--- src/rtl/aplc_pkg.sv ---
package aplc_pkg;

    // Transaction field types
    typedef logic [1:0]  op_t;
    typedef logic [2:0]  status_t;
    typedef logic [15:0] line_t;
    typedef logic [2:0]  slot_t;

    // Operation codes
    localparam op_t OP_ACCESS = 2'd0;
    localparam op_t OP_AGE    = 2'd1;
    localparam op_t OP_FLUSH  = 2'd2;

    // Result status codes
    localparam status_t ST_HIT     = 3'd0;
    localparam status_t ST_FILL    = 3'd1;
    localparam status_t ST_REPLACE = 3'd2;
    localparam status_t ST_BYPASS  = 3'd3;
    localparam status_t ST_NONE    = 3'd4;

    // Tag value that marks an empty slot, and the priority of a new entry
    localparam line_t EMPTY_TAG    = 16'hFFFF;
    localparam int    NEW_PRIORITY = 2;

endpackage

--- src/rtl/aging_priority_line_cache.sv ---
// Fully associative line cache with aging priorities.
// Command channel: a transaction (op, line_number) is taken on a rising edge with
// start high and busy low. busy stays low, so a command can be issued every cycle.
// Ops: access looks up line_number (hit bumps priority, miss fills the lowest empty
// slot, else replaces the lowest zero-priority entry, else bypasses), age decrements
// all nonzero priorities, flush empties every slot; while disabled, access bypasses.
// Result channel: result_valid is high for exactly one cycle with status, slot and
// evicted_line; the receiver cannot hold results off, so there is no stall path.
// Pipeline: input register, one pass of parallel tag compare and priority encoding,
// then the result register that drives result_valid and the result fields.
// Throughput: one command per cycle; each command sees the state left by the one
// before it, since state and result are written on the same edge.
// Config channel: cfg_data bit 0 is cache_enable, written when cfg_valid and
// cfg_ready are high; cfg_ready is always high. Write it only while idle.
// Reset: all slots empty, priorities zero, cache disabled, no result pending.
module aging_priority_line_cache #(
    parameter int ENTRIES       = 8,
    parameter int PRIORITY_BITS = 8
) (
    input  logic            clk,
    input  logic            rst_n,
    input  logic            start,
    output logic            busy,
    input  aplc_pkg::op_t   op,
    input  aplc_pkg::line_t line_number,
    input  logic            cfg_valid,
    output logic            cfg_ready,
    input  logic            cfg_data,
    output logic            result_valid,
    output aplc_pkg::status_t status,
    output aplc_pkg::slot_t slot,
    output aplc_pkg::line_t evicted_line
);
    import aplc_pkg::*;

    localparam int IDX_W = $clog2(ENTRIES);
    localparam logic [PRIORITY_BITS-1:0] PRIO_MAX = '1;
    localparam logic [PRIORITY_BITS-1:0] PRIO_NEW = PRIORITY_BITS'(NEW_PRIORITY);

    // Input register
    logic      in_valid_reg;
    op_t       in_op_reg;
    line_t     in_line_reg;

    // Configuration
    logic      enable_reg;

    // Cache state
    line_t                    tag_reg  [ENTRIES];
    line_t                    tag_next [ENTRIES];
    logic [PRIORITY_BITS-1:0] prio_reg [ENTRIES];
    logic [PRIORITY_BITS-1:0] prio_next[ENTRIES];

    // Result register
    logic      out_valid_reg;
    status_t   status_reg;
    status_t   status_next;
    slot_t     slot_reg;
    slot_t     slot_next;
    line_t     evict_reg;
    line_t     evict_next;

    // Match vectors and lowest-index encoders
    logic [ENTRIES-1:0] hit_vec;
    logic [ENTRIES-1:0] empty_vec;
    logic [ENTRIES-1:0] zero_vec;
    logic [IDX_W-1:0]   hit_idx;
    logic [IDX_W-1:0]   empty_idx;
    logic [IDX_W-1:0]   zero_idx;

    assign busy      = 1'b0;
    assign cfg_ready = 1'b1;

    // Parallel tag compare
    always_comb
    begin
        for (int i = 0; i < ENTRIES; i++)
        begin
            hit_vec[i]   = (tag_reg[i] == in_line_reg);
            empty_vec[i] = (tag_reg[i] == EMPTY_TAG);
            zero_vec[i]  = (prio_reg[i] == '0);
        end
    end

    // Lowest set index of each vector
    always_comb
    begin
        hit_idx   = '0;
        empty_idx = '0;
        zero_idx  = '0;
        for (int i = ENTRIES - 1; i >= 0; i--)
        begin
            if (hit_vec[i])
                hit_idx = IDX_W'(i);
            if (empty_vec[i])
                empty_idx = IDX_W'(i);
            if (zero_vec[i])
                zero_idx = IDX_W'(i);
        end
    end

    // Command execution
    always_comb
    begin
        tag_next    = tag_reg;
        prio_next   = prio_reg;
        status_next = ST_NONE;
        slot_next   = '0;
        evict_next  = '0;
        if (in_valid_reg)
        begin
            if (!enable_reg)
            begin
                status_next = (in_op_reg == OP_ACCESS) ? ST_BYPASS : ST_NONE;
            end
            else
            begin
                case (in_op_reg)
                    OP_ACCESS:
                    begin
                        if (in_line_reg == EMPTY_TAG)
                        begin
                            status_next = ST_BYPASS;
                        end
                        else if (|hit_vec)
                        begin
                            if (prio_reg[hit_idx] != PRIO_MAX)
                                prio_next[hit_idx] = prio_reg[hit_idx] + 1'b1;
                            status_next = ST_HIT;
                            slot_next   = slot_t'(hit_idx);
                        end
                        else if (|empty_vec)
                        begin
                            tag_next[empty_idx]  = in_line_reg;
                            prio_next[empty_idx] = PRIO_NEW;
                            status_next          = ST_FILL;
                            slot_next            = slot_t'(empty_idx);
                        end
                        else if (|zero_vec)
                        begin
                            evict_next          = tag_reg[zero_idx];
                            tag_next[zero_idx]  = in_line_reg;
                            prio_next[zero_idx] = PRIO_NEW;
                            status_next         = ST_REPLACE;
                            slot_next           = slot_t'(zero_idx);
                        end
                        else
                        begin
                            status_next = ST_BYPASS;
                        end
                    end
                    OP_AGE:
                    begin
                        for (int i = 0; i < ENTRIES; i++)
                        begin
                            if (!empty_vec[i] && !zero_vec[i])
                                prio_next[i] = prio_reg[i] - 1'b1;
                        end
                    end
                    OP_FLUSH:
                    begin
                        for (int i = 0; i < ENTRIES; i++)
                        begin
                            tag_next[i]  = EMPTY_TAG;
                            prio_next[i] = '0;
                        end
                    end
                    default:
                    begin
                        status_next = ST_NONE;
                    end
                endcase
            end
        end
    end

    // Control and cache state
    always_ff @(posedge clk or negedge rst_n)
    begin
        if (!rst_n)
        begin
            in_valid_reg  <= 1'b0;
            out_valid_reg <= 1'b0;
            enable_reg    <= 1'b0;
            for (int i = 0; i < ENTRIES; i++)
            begin
                tag_reg[i]  <= EMPTY_TAG;
                prio_reg[i] <= '0;
            end
        end
        else
        begin
            in_valid_reg  <= start && !busy;
            out_valid_reg <= in_valid_reg;
            if (cfg_valid && cfg_ready)
                enable_reg <= cfg_data;
            tag_reg  <= tag_next;
            prio_reg <= prio_next;
        end
    end

    // Payload registers
    always_ff @(posedge clk)
    begin
        if (start && !busy)
        begin
            in_op_reg   <= op;
            in_line_reg <= line_number;
        end
        status_reg <= status_next;
        slot_reg   <= slot_next;
        evict_reg  <= evict_next;
    end

    assign result_valid = out_valid_reg;
    assign status       = status_reg;
    assign slot         = slot_reg;
    assign evicted_line = evict_reg;

endmodule

--- config.mk ---
export PLATFORM = sky130hd
export DESIGN_NAME = aging_priority_line_cache
export DESIGN_NICKNAME = d
export VERILOG_FILES = /design/src/rtl/aplc_pkg.sv /design/src/rtl/aging_priority_line_cache.sv
export SDC_FILE = /design/constraint.sdc
export NUM_CORES = 1
export LEC_CHECK = 0
export CORE_UTILIZATION = 50
export DETAILED_ROUTE_END_ITERATION = 7
export DONT_BUFFER_PORTS = 1
export GPL_TIMING_DRIVEN = 0
export SLEW_MARGIN = 30
export SYNTH_ARGS = -nofsm -noshare
export SYNTH_HDL_FRONTEND = slang
export SYNTH_SLANG_ARGS = --single-unit
--- constraint.sdc ---
create_clock -name clk -period 6.23 [get_ports clk]
set_input_delay 1.869 -clock clk [delete_from_list [all_inputs] [get_ports clk]]
set_output_delay 1.869 -clock clk [all_outputs]
set_load 0.02 [all_outputs]
==> impl_metrics.json <==
{
  "clkTransAtPathRegs_ns": 0.06,
  "synth-seq-cells": 235,
  "cts_buffers": 28,
  "max_freq_mhz": 162.2,
  "boundaryPins": 48,
  "reg2regPathDepth": 17,
  "fin_cells": 2133,
  "hold_end": "result_valid$_DFF_PN0_",
  "timing.rr.start": "in_line_reg[14]$_DFFE_PP_",
  "cts.hold.buffers_added": 0,
  "critical_path_class": "flip-flop to flip-flop",
  "dominantRegCellSynth": "dfstp_2",
  "status": "finished clean",
  "cts_root_buffer": "clkbuf_16",
  "synth_top_area_share_pct": 22.61,
  "ir_drop_mv": 0.3600,
  "largest_reg_flops": 128,
  "arrival_ns": 6.57,
  "dp_cells": 2076,
  "coreArea_um2": 29010,
  "initial_utilization_pct": 51.28,
  "multi_input_area_um2": 8239,
  "final_cell_area_um2": 16420,
  "whs_ns": 0.4191,
  "nets": 1767,
  "die_area_um2": 30450,
  "fp.dieW_um": 174.5,
  "place_area_um2": 15450,
  "drc": 0,
  "fin_crit_sh_pct": 98.95,
  "worstPathRequired_ns": 6.64,
  "wl_per_cell_um": 26.69,
  "synth_area_um2": 14880,
  "finalMaxSlewViolations": 0,
  "setup_viol": 0,
  "cts_tree": "built",
  "maxSlewHeadroom_pct": 34.35,
  "routabilityCongestion": 1.060,
  "synth_edf_count": 18,
  "finClkSkew_ns": 0.03000,
  "holdPathStages": 0,
  "avgSynthCellArea_um2": 8.804,
  "grt-ovfl-total": 0,
  "drt_iter0_markers": 1464,
  "r2r_slack_ns": 0.07,
  "fin_total_pwr_mw": 9.536,
  "postRouteAntennaNets": 0,
  "grt_max_degree": 196,
  "grtUsageTotal_pct": 37.51,
  "synth_top_cell_by_area": "dfstp_2",
  "cp-end-kind": "flip-flop",
  "hp-start": "in_valid_reg$_DFF_PN0_",
  "routed_wl_mm": 56.93,
  "vias": 14110,
  "vias_per_cell": 6.614,
  "muxShareOfSynthArea_pct": 2.952,
  "r2r-end": "prio_reg[48]$_DFFE_PN0P_",
  "crit_fanout": 10,
  "synth_top_family_by_area": "compound AO/OA/AOI/OAI gates",
  "yosys_warnings": 0,
  "place_ws_ns": 0.2607,
  "cts_buffer_depth": 3,
  "synthTopCellsByArea": "dfstp_2 23%, dfrtp_1 11%, xor2_1 6.8%",
  "portBuffers": 0,
  "setup_ws_ns": 0.06532,
  "rows": 62,
  "hold_violations": 0,
  "synthDistinctLibCells": 86,
  "post-route-util_pct": 56.61,
  "diodes": 0,
  "max-cap-violations": 0,
  "cts_sinks": 235,
  "nFillCells": 2698,
  "regArea_um2": 6021,
  "syn_inst": 1690,
  "start_kind": "flip-flop",
  "leakagePower_nw": 6.323,
  "syn_nets": 1730,
  "worstMarginPinSlew_ns": 0.9847,
  "fin_tns_setup_ns": 0,
  "synthAdderAreaFrac_pct": 1.430,
  "powerDensity_nw_per_um2": 580.6,
  "synthXorXnorAreaFrac_pct": 7.939,
  "drive_above_1_share_pct": 15.72,
  "grt_setup_unrepaired": "no",
  "grt_pass1_wl_mm": 86.62,
  "async_reset_ff_share_pct": 82.98,
  "synth_compound_area_share_pct": 22.21,
  "worstSkewPairLatency_ns": 0.59,
  "grt_pass1_vias": 13850,
  "dr.pass1.iters": 8,
  "hold_path.class": "flip-flop to flip-flop",
  "h-tree-depth": 1,
  "die_h_um": 174.5,
  "ys_seq_area_share_pct": 40.47,
  "antenna_found_initial": 0,
  "dp.final_hpwl_mm": 42.09,
  "fin_crit_ns": 6.165,
  "area_growth_pct": 10.39,
  "synthSimpleGateAreaFrac_pct": 20.24
}
[cells in the mapped netlist (8+ instances only)]
cell,instances
a22o_1,36
a22oi_1,20
clkbuf_1,58
o31ai_1,14
dfxtp_1,22
ha_1,17
dfstp_2,128
nand2_1,119
o21a_1,10
xor2_1,115
and2_1,10
o22ai_1,26
nor2_1,186
o21ai_0,118
inv_1,35
buf_4,11
edfxtp_1,18
and3_1,8
o211ai_1,21
buf_1,9
nor4_1,56
dfrtp_1,67
o221ai_1,8
a21oi_1,142
nand2b_1,14
buf_6,12
mux2i_1,39
a31oi_1,8
nor3_1,63
nand4_1,57
or2_2,14
or3_1,16
xnor2_1,18
o31a_1,21
o21ai_1,8
buf_2,20
nand3_1,29
[cell usage in the layout, fill, tap and decap left out, drive strengths merged, types with 8 or more instances in the layout]
| cell | synthesis | layout |
|---|---|---|
| clkbuf | 58 | 94 |
| edfxtp | 18 | 18 |
| dfxtp | 22 | 22 |
| nor2 | 187 | 187 |
| mux2i | 39 | 39 |
| nand2 | 119 | 119 |
| inv | 35 | 35 |
| a21oi | 142 | 142 |
| or2 | 16 | 16 |
| o22ai | 26 | 26 |
| a211oi | 9 | 9 |
| o21ai | 126 | 126 |
| nand2b | 14 | 14 |
| clkinv | 0 | 13 |
| nand3 | 30 | 30 |
| dfstp | 128 | 128 |
| a22oi | 20 | 20 |
| o31a | 21 | 21 |
| o221ai | 8 | 8 |
| a31oi | 9 | 9 |
| dfrtp | 67 | 67 |
| nor3 | 65 | 65 |
| o31ai | 16 | 16 |
| and2 | 10 | 10 |
| ha | 17 | 17 |
| nor4 | 58 | 58 |
| buf | 52 | 59 |
| nand4 | 57 | 57 |
| o211ai | 21 | 21 |
| o21a | 10 | 10 |
| and3 | 8 | 8 |
| a22o | 36 | 36 |
| or3 | 16 | 16 |
| xor2 | 115 | 115 |
| xnor2 | 19 | 19 |
[power by group]
group | switching (mW) | internal (mW) | leakage (nW) | total [mW]
Clock | 0.689 | 0.975 | 0.456 | 1.66
Combinational | 2.84 | 1.70 | 3.31 | 4.53
Sequential | 0.877 | 2.46 | 2.56 | 3.34
Total | 4.40 | 5.13 | 6.32 | 9.54
[cell type report]
type	instances	area share (%)
clock buffers	36	4.571
plain buffers	110	3.466
multi-input cells	1310	50.17
flip-flops and latches	235	36.66
well taps	384	2.925
inverters	35	0.7999
clock inverters	16	1.082
repair buffers	7	0.3276
[how the worst max path moves through the flow]
| stage | startpoint | end | slack (ns) | cells past startpoint |
|---|---|---|---|---|
| 2_1_floorplan | in_line_reg[0]$_DFFE_PP_ | prio_reg[36]$_DFFE_PN0P_ | 2.17 | 17 |
| 3_3_place_gp | in_line_reg[11]$_DFFE_PP_ | prio_reg[36]$_DFFE_PN0P_ | 0.08 | 16 |
| 3_5_place_dp | in_line_reg[11]$_DFFE_PP_ | prio_reg[48]$_DFFE_PN0P_ | 0.26 | 17 |
| 4_1_cts | in_line_reg[11]$_DFFE_PP_ | prio_reg[48]$_DFFE_PN0P_ | 0.22 | 17 |
| 5_1_grt | in_line_reg[11]$_DFFE_PP_ | prio_reg[48]$_DFFE_PN0P_ | 0.02 | 17 |
| 6_report | in_line_reg[14]$_DFFE_PP_ | prio_reg[48]$_DFFE_PN0P_ | 0.07 | 17 |
[logic make-up after synthesis]
group / after synthesis
fa+ha+maj: 17
xor+xnor: 134
compound gates: 506
simple gates: 608
flops: 235
buf+inv: 145
mux: 43
other cells: 2
[per-layer routing]
metal | GRT usage [%] | up-vias | wire [um]
met3 | 5.862 | 197 | 4010
met1 | 45.69 | 6881 | 22030
met5 | 0 | - | 0
met2 | 62.82 | 728 | 27160
met4 | 22.03 | 0 | 3727
li1 | - | 6302 | -
[worst max-delay path: stages, from the launching register on]
cell and delay [ns]:
edfxtp_1 0.38, buf_6 0.17, xor2_1 0.17, nor4_1 0.58
nand4_1 0.51, nand4_1 0.45, buf_2 0.35, nor2_1 0.10
a222oi_1 0.64, o211ai_1 0.21, o31ai_2 0.18, ha_1 0.34
nand4bb_2 0.27, o31ai_4 0.61, buf_2 0.44, nor2_1 0.20
a31oi_1 0.23, o221ai_1 0.14
[repair_timing]
| action | 4_1_cts | 5_1_grt |
|---|---|---|
| buffers inserted | 0 | 5 |
| endpoints found under the setup margin | 0 | 7 |
| gates resized for setup | 0 | 0 |
Power figures use the tool's default switching activity.
